<file path="src/sv/utf8_stream_decoder_macros.svh">
// assertion macros shared by the utf8 decoder modules
`ifndef UTF8_STREAM_DECODER_MACROS_SVH
`define UTF8_STREAM_DECODER_MACROS_SVH

// plain invariant, checked on every clock outside reset
`define UTF8D_ASSERT_ALWAYS(label, expr, msg) \
  label: assert property (@(posedge clk) disable iff (!rst_n) (expr)) else $error(msg);

// same-cycle implication
`define UTF8D_ASSERT_IMPLY(label, ante, cons, msg) \
  label: assert property (@(posedge clk) disable iff (!rst_n) (ante) |-> (cons)) \
    else $error(msg);

// next-cycle implication
`define UTF8D_ASSERT_NEXT(label, ante, cons, msg) \
  label: assert property (@(posedge clk) disable iff (!rst_n) (ante) |=> (cons)) \
    else $error(msg);

`endif

</file>
<file path="src/sv/utf8d_pkg.sv">
// shared types, constants and helpers of the utf8 stream decoder
`default_nettype none

package utf8d_pkg;

  localparam int CP_W       = 31;
  localparam int CMD_DEPTH  = 4;
  localparam int CMD_AW     = $clog2(CMD_DEPTH);
  localparam int CMD_CW     = CMD_AW + 1;

  localparam logic [CP_W-1:0] REPLACEMENT_CP = 31'h0000FFFD;
  localparam logic [CP_W-1:0] NULL_ALIAS_CP  = 31'h0000ED00;

  // command for the back end: sub_count substitutions, then an optional value
  typedef struct packed {
    logic [2:0]      sub_count;
    logic            has_val;
    logic [CP_W-1:0] code_point;
    logic            overlong;
  } cmd_t;

  // smallest value that really needs a sequence of this length
  function automatic logic [CP_W-1:0] seq_limit(input logic [2:0] seq_len);
    logic [CP_W-1:0] lim;
    case (seq_len)
      3'd2:    lim = 31'h00000080;
      3'd3:    lim = 31'h00000800;
      3'd4:    lim = 31'h00010000;
      3'd5:    lim = 31'h00200000;
      default: lim = 31'h04000000;
    endcase
    return lim;
  endfunction

endpackage

`default_nettype wire

</file>
<file path="src/sv/utf8_stream_decoder.sv">
// path: results pass the command queue, working registers and the output register
// throughput: one byte per cycle while each byte gives at most one result and the
//   output is popped; the output register emits at most one result per cycle and a
//   four-request queue lets the front keep taking bytes while a byte's results drain
// reset: synchronous active-low rst_n clears the open sequence, queue, output and
//   sets null_remap_enable to 0
`default_nettype none

module utf8_stream_decoder
  import utf8d_pkg::*;
(
  input  wire logic            clk,
  input  wire logic            rst_n,
  input  wire logic            in_push,
  output logic                 in_full,
  input  wire logic [7:0]      in_data_byte,
  input  wire logic            in_end_of_string,
  output logic                 out_empty,
  input  wire logic            out_pop,
  output logic [CP_W-1:0]      out_code_point,
  output logic                 out_overlong_form,
  output logic                 out_substituted,
  output logic                 out_run_end,
  input  wire logic            cfg_valid,
  output logic                 cfg_ready,
  input  wire logic            cfg_null_remap_enable
);

  logic remap_r;
  logic accept;
  logic cmd_push, cmd_full, cmd_pop, cmd_empty;
  cmd_t cmd_in, cmd_out;

  assign cfg_ready = 1'b1;
  assign in_full   = cmd_full;
  assign accept    = in_push && !cmd_full;

  always_ff @(posedge clk) begin
    if (!rst_n) begin
      remap_r <= 1'b0;
    end else if (cfg_valid && cfg_ready) begin
      remap_r <= cfg_null_remap_enable;
    end
  end

  utf8d_front u_front (
    .clk           (clk),
    .rst_n         (rst_n),
    .accept        (accept),
    .data_byte     (in_data_byte),
    .end_of_string (in_end_of_string),
    .remap_en      (remap_r),
    .cmd_push      (cmd_push),
    .cmd           (cmd_in)
  );

  utf8d_cmd_fifo u_fifo (
    .clk       (clk),
    .rst_n     (rst_n),
    .push      (cmd_push),
    .push_data (cmd_in),
    .full      (cmd_full),
    .pop       (cmd_pop),
    .pop_data  (cmd_out),
    .empty     (cmd_empty)
  );

  utf8d_back u_back (
    .clk               (clk),
    .rst_n             (rst_n),
    .cmd               (cmd_out),
    .cmd_empty         (cmd_empty),
    .cmd_pop           (cmd_pop),
    .out_pop           (out_pop),
    .out_empty         (out_empty),
    .out_code_point    (out_code_point),
    .out_overlong_form (out_overlong_form),
    .out_substituted   (out_substituted),
    .out_run_end       (out_run_end)
  );

endmodule

`default_nettype wire

</file>
<file path="src/sv/utf8d_cmd_fifo.sv">
// small register queue between the decoder front and the result back end
`default_nettype none

module utf8d_cmd_fifo
  import utf8d_pkg::*;
(
  input  wire logic clk,
  input  wire logic rst_n,
  input  wire logic push,
  input  wire cmd_t push_data,
  output logic      full,
  input  wire logic pop,
  output cmd_t      pop_data,
  output logic      empty
);

  cmd_t              mem_r [CMD_DEPTH];
  logic [CMD_AW-1:0] wr_ptr_r, wr_ptr_nxt;
  logic [CMD_AW-1:0] rd_ptr_r, rd_ptr_nxt;
  logic [CMD_CW-1:0] count_r, count_nxt;
  logic              do_push, do_pop;

  assign full     = (count_r == CMD_CW'(CMD_DEPTH));
  assign empty    = (count_r == '0);
  assign pop_data = mem_r[rd_ptr_r];
  assign do_push  = push && !full;
  assign do_pop   = pop && !empty;

  always_comb begin
    wr_ptr_nxt = wr_ptr_r;
    rd_ptr_nxt = rd_ptr_r;
    count_nxt  = count_r;
    if (do_push) begin
      wr_ptr_nxt = (wr_ptr_r == CMD_AW'(CMD_DEPTH - 1)) ? '0 : wr_ptr_r + 1'b1;
    end
    if (do_pop) begin
      rd_ptr_nxt = (rd_ptr_r == CMD_AW'(CMD_DEPTH - 1)) ? '0 : rd_ptr_r + 1'b1;
    end
    if (do_push && !do_pop) begin
      count_nxt = count_r + 1'b1;
    end else if (do_pop && !do_push) begin
      count_nxt = count_r - 1'b1;
    end
  end

  always_ff @(posedge clk) begin
    if (!rst_n) begin
      wr_ptr_r <= '0;
      rd_ptr_r <= '0;
      count_r  <= '0;
    end else begin
      wr_ptr_r <= wr_ptr_nxt;
      rd_ptr_r <= rd_ptr_nxt;
      count_r  <= count_nxt;
    end
  end

  always_ff @(posedge clk) begin
    if (do_push) begin
      mem_r[wr_ptr_r] <= push_data;
    end
  end

endmodule

`default_nettype wire

</file>
<file path="src/sv/utf8d_front.sv">
// decoder front: holds the open sequence and turns each byte into a result order
`default_nettype none
`include "utf8_stream_decoder_macros.svh"

module utf8d_front
  import utf8d_pkg::*;
(
  input  wire logic       clk,
  input  wire logic       rst_n,
  input  wire logic       accept,
  input  wire logic [7:0] data_byte,
  input  wire logic       end_of_string,
  input  wire logic       remap_en,
  output logic            cmd_push,
  output cmd_t            cmd
);

  logic [2:0]      held_r, held_nxt;
  logic [2:0]      len_r, len_nxt;
  logic [CP_W-1:0] pv_r, pv_nxt;

  logic            is_cont, extend;
  logic [2:0]      held_inc, held_sub;
  logic [CP_W-1:0] pv_ext;
  logic [2:0]      lead_len;
  logic [CP_W-1:0] lead_val;

  assign is_cont  = (data_byte[7:6] == 2'b10);
  assign extend   = (held_r != 3'd0) && (held_r < len_r) && is_cont;
  assign held_inc = held_r + 3'd1;
  assign pv_ext   = {pv_r[CP_W-7:0], data_byte[5:0]};
  assign held_sub = (held_r == 3'd7) ? 3'd6 : held_r;

  // lead byte length and payload bits
  always_comb begin
    lead_len = 3'd0;
    lead_val = '0;
    if (data_byte[7:5] == 3'b110) begin
      lead_len = 3'd2;
      lead_val = CP_W'(data_byte[4:0]);
    end else if (data_byte[7:4] == 4'b1110) begin
      lead_len = 3'd3;
      lead_val = CP_W'(data_byte[3:0]);
    end else if (data_byte[7:3] == 5'b11110) begin
      lead_len = 3'd4;
      lead_val = CP_W'(data_byte[2:0]);
    end else if (data_byte[7:2] == 6'b111110) begin
      lead_len = 3'd5;
      lead_val = CP_W'(data_byte[1:0]);
    end else if (data_byte[7:1] == 7'b1111110) begin
      lead_len = 3'd6;
      lead_val = CP_W'(data_byte[0]);
    end
  end

  always_comb begin
    held_nxt       = held_r;
    len_nxt        = len_r;
    pv_nxt         = pv_r;
    cmd.sub_count  = 3'd0;
    cmd.has_val    = 1'b0;
    cmd.code_point = '0;
    cmd.overlong   = 1'b0;
    if (extend) begin
      if (held_inc >= len_r) begin
        cmd.has_val    = 1'b1;
        cmd.overlong   = (pv_ext < seq_limit(len_r));
        cmd.code_point = (len_r == 3'd3 && pv_ext == NULL_ALIAS_CP && remap_en) ? '0 : pv_ext;
        held_nxt       = 3'd0;
        len_nxt        = 3'd0;
        pv_nxt         = '0;
      end else if (end_of_string) begin
        cmd.sub_count = held_inc;
        held_nxt      = 3'd0;
        len_nxt       = 3'd0;
        pv_nxt        = '0;
      end else begin
        held_nxt = held_inc;
        pv_nxt   = pv_ext;
      end
    end else begin
      // a broken sequence is flushed first, then the byte starts fresh
      cmd.sub_count = held_sub;
      held_nxt      = 3'd0;
      len_nxt       = 3'd0;
      pv_nxt        = '0;
      if (!data_byte[7]) begin
        cmd.has_val    = 1'b1;
        cmd.code_point = CP_W'(data_byte);
      end else if (lead_len != 3'd0 && !end_of_string) begin
        held_nxt = 3'd1;
        len_nxt  = lead_len;
        pv_nxt   = lead_val;
      end else begin
        cmd.sub_count = held_sub + 3'd1;
      end
    end
  end

  assign cmd_push = accept && (cmd.sub_count != 3'd0 || cmd.has_val);

  always_ff @(posedge clk) begin
    if (!rst_n) begin
      held_r <= 3'd0;
      len_r  <= 3'd0;
      pv_r   <= '0;
    end else if (accept) begin
      held_r <= held_nxt;
      len_r  <= len_nxt;
      pv_r   <= pv_nxt;
    end
  end

  `UTF8D_ASSERT_IMPLY(a_held_below_len, held_r != 3'd0, held_r < len_r && len_r <= 3'd6,
                      "open sequence count out of range")
  `UTF8D_ASSERT_IMPLY(a_idle_clean, held_r == 3'd0, len_r == 3'd0 && pv_r == '0,
                      "idle decoder keeps stale sequence state")
  `UTF8D_ASSERT_NEXT(a_eos_closes, accept && end_of_string, held_r == 3'd0,
                     "sequence left open after end of string")

endmodule

`default_nettype wire

</file>
<file path="src/sv/utf8d_back.sv">
// decoder back end: expands result orders into single results behind an output register
`default_nettype none
`include "utf8_stream_decoder_macros.svh"

module utf8d_back
  import utf8d_pkg::*;
(
  input  wire logic        clk,
  input  wire logic        rst_n,
  input  wire cmd_t        cmd,
  input  wire logic        cmd_empty,
  output logic             cmd_pop,
  input  wire logic        out_pop,
  output logic             out_empty,
  output logic [CP_W-1:0]  out_code_point,
  output logic             out_overlong_form,
  output logic             out_substituted,
  output logic             out_run_end
);

  logic            busy_r, busy_nxt;
  logic [2:0]      sub_left_r, sub_left_nxt;
  logic            has_val_r, has_val_nxt;
  logic [CP_W-1:0] cp_r, cp_nxt;
  logic            ovl_r, ovl_nxt;

  logic            out_valid_r, out_valid_nxt;
  logic [CP_W-1:0] out_cp_r, out_cp_nxt;
  logic            out_ovl_r, out_ovl_nxt;
  logic            out_sub_r, out_sub_nxt;
  logic            out_end_r, out_end_nxt;

  logic slot_free, emit, last, load;

  assign slot_free = !out_valid_r || out_pop;
  assign emit      = busy_r && slot_free;
  assign last      = (sub_left_r == 3'd0) || (sub_left_r == 3'd1 && !has_val_r);
  assign load      = !busy_r || (emit && last);
  assign cmd_pop   = load && !cmd_empty;

  always_comb begin
    busy_nxt      = busy_r;
    sub_left_nxt  = sub_left_r;
    has_val_nxt   = has_val_r;
    cp_nxt        = cp_r;
    ovl_nxt       = ovl_r;
    out_valid_nxt = out_valid_r;
    out_cp_nxt    = out_cp_r;
    out_ovl_nxt   = out_ovl_r;
    out_sub_nxt   = out_sub_r;
    out_end_nxt   = out_end_r;

    if (slot_free) begin
      out_valid_nxt = 1'b0;
    end
    if (emit) begin
      out_valid_nxt = 1'b1;
      out_end_nxt   = last;
      if (sub_left_r != 3'd0) begin
        out_cp_nxt   = REPLACEMENT_CP;
        out_ovl_nxt  = 1'b0;
        out_sub_nxt  = 1'b1;
        sub_left_nxt = sub_left_r - 3'd1;
      end else begin
        out_cp_nxt  = cp_r;
        out_ovl_nxt = ovl_r;
        out_sub_nxt = 1'b0;
        has_val_nxt = 1'b0;
      end
    end
    if (load) begin
      busy_nxt = !cmd_empty;
      if (!cmd_empty) begin
        sub_left_nxt = cmd.sub_count;
        has_val_nxt  = cmd.has_val;
        cp_nxt       = cmd.code_point;
        ovl_nxt      = cmd.overlong;
      end
    end
  end

  always_ff @(posedge clk) begin
    if (!rst_n) begin
      busy_r      <= 1'b0;
      out_valid_r <= 1'b0;
    end else begin
      busy_r      <= busy_nxt;
      out_valid_r <= out_valid_nxt;
    end
  end

  always_ff @(posedge clk) begin
    sub_left_r <= sub_left_nxt;
    has_val_r  <= has_val_nxt;
    cp_r       <= cp_nxt;
    ovl_r      <= ovl_nxt;
    out_cp_r   <= out_cp_nxt;
    out_ovl_r  <= out_ovl_nxt;
    out_sub_r  <= out_sub_nxt;
    out_end_r  <= out_end_nxt;
  end

  assign out_empty         = !out_valid_r;
  assign out_code_point    = out_cp_r;
  assign out_overlong_form = out_ovl_r;
  assign out_substituted   = out_sub_r;
  assign out_run_end       = out_end_r;

  `UTF8D_ASSERT_IMPLY(a_busy_has_work, busy_r, sub_left_r != 3'd0 || has_val_r,
                      "working request has nothing left to emit")
  `UTF8D_ASSERT_IMPLY(a_sub_is_fffd, out_valid_r && out_sub_r,
                      out_cp_r == REPLACEMENT_CP && !out_ovl_r,
                      "substituted result with wrong payload")
  `UTF8D_ASSERT_IMPLY(a_sub_bound, busy_r, sub_left_r <= 3'd6,
                      "too many substitutions queued for one byte")

endmodule

`default_nettype wire

</file>
<file path="config.mk">
export PLATFORM = sky130hd
export DESIGN_NAME = utf8_stream_decoder
export DESIGN_NICKNAME = d
export VERILOG_FILES = /design/src/sv/utf8d_pkg.sv /design/src/sv/utf8_stream_decoder.sv /design/src/sv/utf8d_cmd_fifo.sv /design/src/sv/utf8d_front.sv /design/src/sv/utf8d_back.sv
export VERILOG_INCLUDE_DIRS = /design/src /design/src/sv
export SDC_FILE = /design/constraint.sdc
export NUM_CORES = 1
export LEC_CHECK = 0
export CORE_AREA = 2 2 167 120
export DETAILED_ROUTE_END_ITERATION = 10
export DIE_AREA = 0 0 169 122
export DONT_BUFFER_PORTS = 1
export PLACE_DENSITY = 0.7
export SETUP_SLACK_MARGIN = 0.1
export SLEW_MARGIN = 20
export SYNTH_ARGS = -nofsm -noshare
export SYNTH_HDL_FRONTEND = slang
export SYNTH_SLANG_ARGS = --single-unit
export TNS_END_PERCENT = 30
</file>
<file path="constraint.sdc">
create_clock -name clk -period 6.3 [get_ports clk]
set_input_delay 0.945 -clock clk [delete_from_list [all_inputs] [get_ports clk]]
set_output_delay 0.945 -clock clk [all_outputs]
set_load 0.005 [all_outputs]
</file>
Word-level counts from Yosys, hierarchy flattened --
Memories as Yosys holds them, arrays and structs flattened. A register that Yosys moved wholly into a read port is not among the register bits. Index checks and enable logic that the tools add are counted. W data, S select, Z words.
Operators by class: bitwise gates (word level) 1, equal/unequal tests 17, reductions and logical operators 37, $add $sub $neg 7, mux-type cells 57, magnitude comparators 3
Operators with widths (count):
- $mux W25 | 8
- $pmux W27 S4 | 1
- $mux W31 | 3
- $mux W3 | 25
- $mux W35 | 1
- $mux W33 | 1
- $mux W32 | 1
- $eq A31 B16 Y1 const B | 1
- $lt A31 B31 Y1 | 1
- $eq A3 B3 Y1 const B | 5
- $logic_and A1 B1 Y1 | 15
- $mux W1 | 12
- $reduce_bool A3 Y1 | 4
- $mux W2 | 5
- $add A3 B1 Y3 const B | 3
- $logic_not A1 Y1 | 8
- $eq A7 B7 Y1 const B | 1
- $eq A2 B2 Y1 const B | 3
- $eq A3 B2 Y1 const B | 2
- $eq A6 B6 Y1 const B | 1
- $logic_not A3 Y1 | 2
- $sub A3 B1 Y3 const B | 2
- $eq A5 B5 Y1 const B | 1
- $add A2 B1 Y2 const B | 2
- other kinds (9) | 14
Word-level totals: input bits 15, memories kept 1, bits in registers 111, bits in writable memories 144
Memory list:
- u_fifo.mem_r | words 4, width 36, read ports 1, clocked after Yosys merged registers in 1, write ports 1, RTL line utf8d_cmd_fifo.sv:17 | cmd_t mem_r [CMD_DEPTH];

Longest topological paths before layout --
depth in word-level cells 19, mapped depth 15, mapped depth without buffers 14

By module --
A second synthesis with hierarchy kept.
Second synthesis, totals: cells, all modules 643, area total of the unflattened synthesis 10508.8 µm²
Modules (own cells, without submodules):
- utf8d_cmd_fifo | instances 1, area each 5729.2 µm², cells an instance 239, sequential area each 4504.3 µm²
- utf8d_back | instances 1, area each 2576.2 µm², cells an instance 137, sequential area each 2102.0 µm²
- utf8d_front | instances 1, area each 2149.6 µm², cells an instance 261, sequential area each 620.6 µm²
- utf8_stream_decoder | instances 1, area each 53.8 µm², cells an instance 6, sequential area each 20.0 µm²

Least setup slack after synthesis --
OpenSTA, ideal clock, no wires.
kind in2reg, start point in out_pop, end point reg u_fifo.count_r[2], data required time 6.230 ns, arrival 3.716 ns, stages on the path 11, buffers on the path 1, path slack 2.513 ns, cell sequence nor2b_1 > o31ai_1 > a21boi_0 > clkbuf_1 > inv_1 > ha_1 > inv_1 > fa_1 > xor2_1 > or3_1 > a21oi_1
Between the ends: word-level cells in the longest chain between the ends 9, elaborated cells on any way between the ends 11
Ends and longest elaborated chain:
- from (decl) | RTL line utf8_stream_decoder.sv:19 | input wire logic out_pop,
- $logic_or A1 B1 Y1 (*) | RTL line utf8d_back.sv:35 | assign slot_free = !out_valid_r || out_pop;
- $logic_and A1 B1 Y1 (*) | RTL line utf8d_back.sv:36 | assign emit = busy_r && slot_free;
- $logic_and A1 B1 Y1 (*) | RTL line utf8d_back.sv:38 | assign load = !busy_r || (emit && last);
- $logic_or A1 B1 Y1 (*) | RTL line utf8d_back.sv:38
- $logic_and A1 B1 Y1 (*) | RTL line utf8d_back.sv:39 | assign cmd_pop = load && !cmd_empty;
- via cmd_pop | RTL line utf8_stream_decoder.sv:31 | logic cmd_push, cmd_full, cmd_pop, cmd_empty;
- $logic_and A1 B1 Y1 (*) | RTL line utf8d_cmd_fifo.sv:27 | assign do_pop = pop && !empty;
- $logic_not A1 Y1 | RTL line utf8d_cmd_fifo.sv:39 | if (do_push && !do_pop) begin
- $logic_and A1 B1 Y1 | RTL line utf8d_cmd_fifo.sv:39
- $mux W3 / $reduce_bool A2 Y1 (equally long branches)
- to (signal assigned) | RTL line utf8d_cmd_fifo.sv:54 | count_r <= count_nxt;
- to (decl) | RTL line utf8d_cmd_fifo.sv:20 | logic [CMD_CW-1:0] count_r, count_nxt;
The timed path passes the listed nets; every way through them passes the cells marked *. A chain may end at the register's enable or synchronous reset.

==> run metrics <==
outcome=finished, final reports clean; final worst-path setup slack=2320 ps; final worst path period need=3980 ps; Chip Width=169 um; Cell Int Power=0.00343 W; largest family of logic cells by synthesized area=simple AND/OR/NAND/NOR gates; clk_lat worst skew=530 ps; clock share of power=30.7%; CTS root buffer=clkbuf_16; via/cell ratio=5.89; CTS H-Tree Depth=1; row count=43; Sw Share=26.6%; grt ovf=0; DRC violations left=0; CTS buffer count=25; Max-Cap Viols=0; Peak Freq=251 MHz; Detail Route Antenna Nets=0; Yosys Warn Count=0; post-CTS setup buffers=0; share of layout cells above drive strength 1=14.3%; Arr. time, crit path=4170 ps; starting density of the core=53.5%; reg2reg setup slack=2320 ps; # port buffers=0; Net Count, Synth=703; Clock Skew=25.2 ps; post-layout power=0.00467 W; IO Count=52; post-synthesis sequential area ratio=70.3%; Post-synth EDFFs=210; RSZ-0062 raised after global routing=false; final hold viol count=0; Place WS=2310 ps; combinational cell fraction of total power=19.1%; Post-Synth Adder-Cell Area=2.98%; Initial DRC Count=461; power density cells=411 nW/um^2; Unique masters post-synth=57; Yosys reg bits=257; worst hold path type=flip-flop to flip-flop; Seq pwr share=50.3%; total iterations of the first detailed-routing run=4; Worst VDD drop=0.347 mV; fill count=1420; first-pass GRT wire length=30700 um; Via Count=5487; Syn Std Cell Area=10300 sq um; XOR/XNOR Fraction of Synth Area=0.340%; Compound-Gate Fraction of Synth Area=5.22%; drt total wl=19400 um; mux cell area share after synthesis=8.93%; Gate Count Post-Synth=664; setup_tns=0 ps; most frequent cells in the layout=210 x edfxtp_1, 47 x and2_1, 46 x nand2_1, 46 x dfxtp_1, 41 x a21oi_1; GRT Total Usage=19.3%; period utilization=63.2%; Antenna diodes=0; crit start category=flip-flop; CP Class=flip-flop to flip-flop; worst rel slew slack=36.7%; Clk pin slew, worst setup/hold paths=60 ps; die height=122 um; nets=705; CP Max Fanout=21; Clock Sinks=257; maximum root-to-sink buffer count=3; net load switching power=0.00124 W; Static Leak=3.77 nW; GP Congestion=0.921; cts repair resizes=0; largest net degree at the start of global routing=42; CP required=6490 ps; Mapped Avg Cell Area=15.5 sq um; Die ar.=20600 sq um; CTS tree=yes; Slew @ Worst Pin=949 ps; Post-DP HPWL=12100 um; most common cell after layout, fill and taps aside=edfxtp_1; area growth from synthesis to layout=10.2%; post-synthesis async set-or-reset flop share=0%; vias in the first global route=5572; Setup-failing EPs final=0; simple-gate share of the synthesized area=9.95%; Pins Over Slew Limit=0; Post-CTS Hold Fix Bufs=0; core region area=19300 sq um; Top FF cell, synth=edfxtp_1; CP Capture Type=flip-flop; initial antenna violation count=0; DR WL/cell=20.8 um
path summary, 6_finish.rpt:
kind	start	to	depth (start not counted)
setup / recovery	u_front.held_r[0]	u_fifo.mem_r[1][1]	10
hold / removal	u_back.has_val_r	u_back.has_val_r	2
setup reg to reg	u_front.held_r[0]	u_fifo.mem_r[1][1]	10
hold reg to reg	u_back.has_val_r	u_back.has_val_r	2
cell usage after synthesis (all sizes together) (2+ instances only):
cell type    n  area (sq um)
or2          2          12.5
a21o         2          15.0
a31oi        4          25.0
nand4        4          31.3
nor2        20          75.1
mux4        36           811
nor4         5          31.3
o21ai       11          55.1
ha          23           288
edfxtp     210          6310
o22ai        2          26.3
a21oi       41           205
mux2i       11           110
inv         20          75.1
o211ai       5          37.5
xor2         3          26.3
nand3       26           135
a21boi       2          15.0
nor2b        7          43.8
nand2       46           173
clkbuf      21          78.8
o21a         7          52.6
and2        47           294
nand2b      19           119
dfxtp       47           941
buf         14          80.1
nor3         4          20.0
or3          3          18.8
per-stage QoR:
| stage | instances | instance area [sq um] | hold slack (ps) | utilization, % |
|---|---|---|---|---|
| floorplan | 664 | 10300 | 436 | - |
| global placement | 886 | 10600 | 456 | 54.9 |
| detailed placement | 886 | 10600 | 463 | 54.9 |
| CTS | 931 | 11400 | 480 | 59.0 |
| global route | 931 | 11400 | 506 | 59.0 |
| finish | 931 | 11400 | 473 | 59.0 |
cell families after synthesis:
| group | after synthesis |
|---|---|
| AO/OA/AOI/OAI | 84 |
| XOR/XNOR | 4 |
| adder cells (fa/ha/maj) | 24 |
| buffers and inverters | 55 |
| flip-flops | 257 |
| multiplexers | 47 |
| other | 1 |
| AND/OR/NAND/NOR | 192 |
power groups by stage:
| stage | Combinational (W) | Sequential, W | Clock (W) |
|---|---|---|---|
| finish | 0.000890 | 0.00235 | 0.00143 |
| global route | 0.000980 | 0.00238 | 0.00153 |
| detailed placement | 0.000905 | 0.00239 | 0 |
| floorplan | 0.000661 | 0.00236 | 0 |
| global placement | 0.000871 | 0.00237 | 0 |
| CTS | 0.000908 | 0.00235 | 0.00147 |
worst max-delay path, stage by stage (launching register included):
cell     delay (ps)
dfxtp_1         360
ha_1            220
ha_1            320
ha_1            300
a21oi_1         210
o21a_1          220
and4_1          260
a32o_1          280
a21bo_1         300
and2_1          720
buf_4           440
sequential cells by signal (all words and copies together), names as in the netlist, 2 cells and up, named ones only:
register,cells
u_back.cp_r,31
u_back.sub_left_r,3
u_fifo.rd_ptr_r,2
u_front.held_r,3
u_fifo.count_r,3
u_fifo.wr_ptr_r,2
u_back.out_code_point,31
u_front.pv_r,25
u_front.len_r,3
u_fifo.mem_r,144
area by class of cell:
type                       instances  area [sq um]  area share [%]
inverter                          20          75.1           0.661
tap                              247           309            2.72
multi-input combinational        352          2860            25.2
clock buffer                      35           703            6.19
clock inverter                    10          92.6           0.815
timing repair buffer              10          75.1           0.661
sequential                       257          7250            63.8
per-layer routing:
metal	track usage (%)	vias to the layer above	wire, um
li1	-	2493	-
met1	28.4	2777	8950
met2	30.3	186	8850
met3	3.67	31	1160
met4	4.97	0	427
met5	0	-	0
Note: power is estimated with default switching activity, not from simulation.
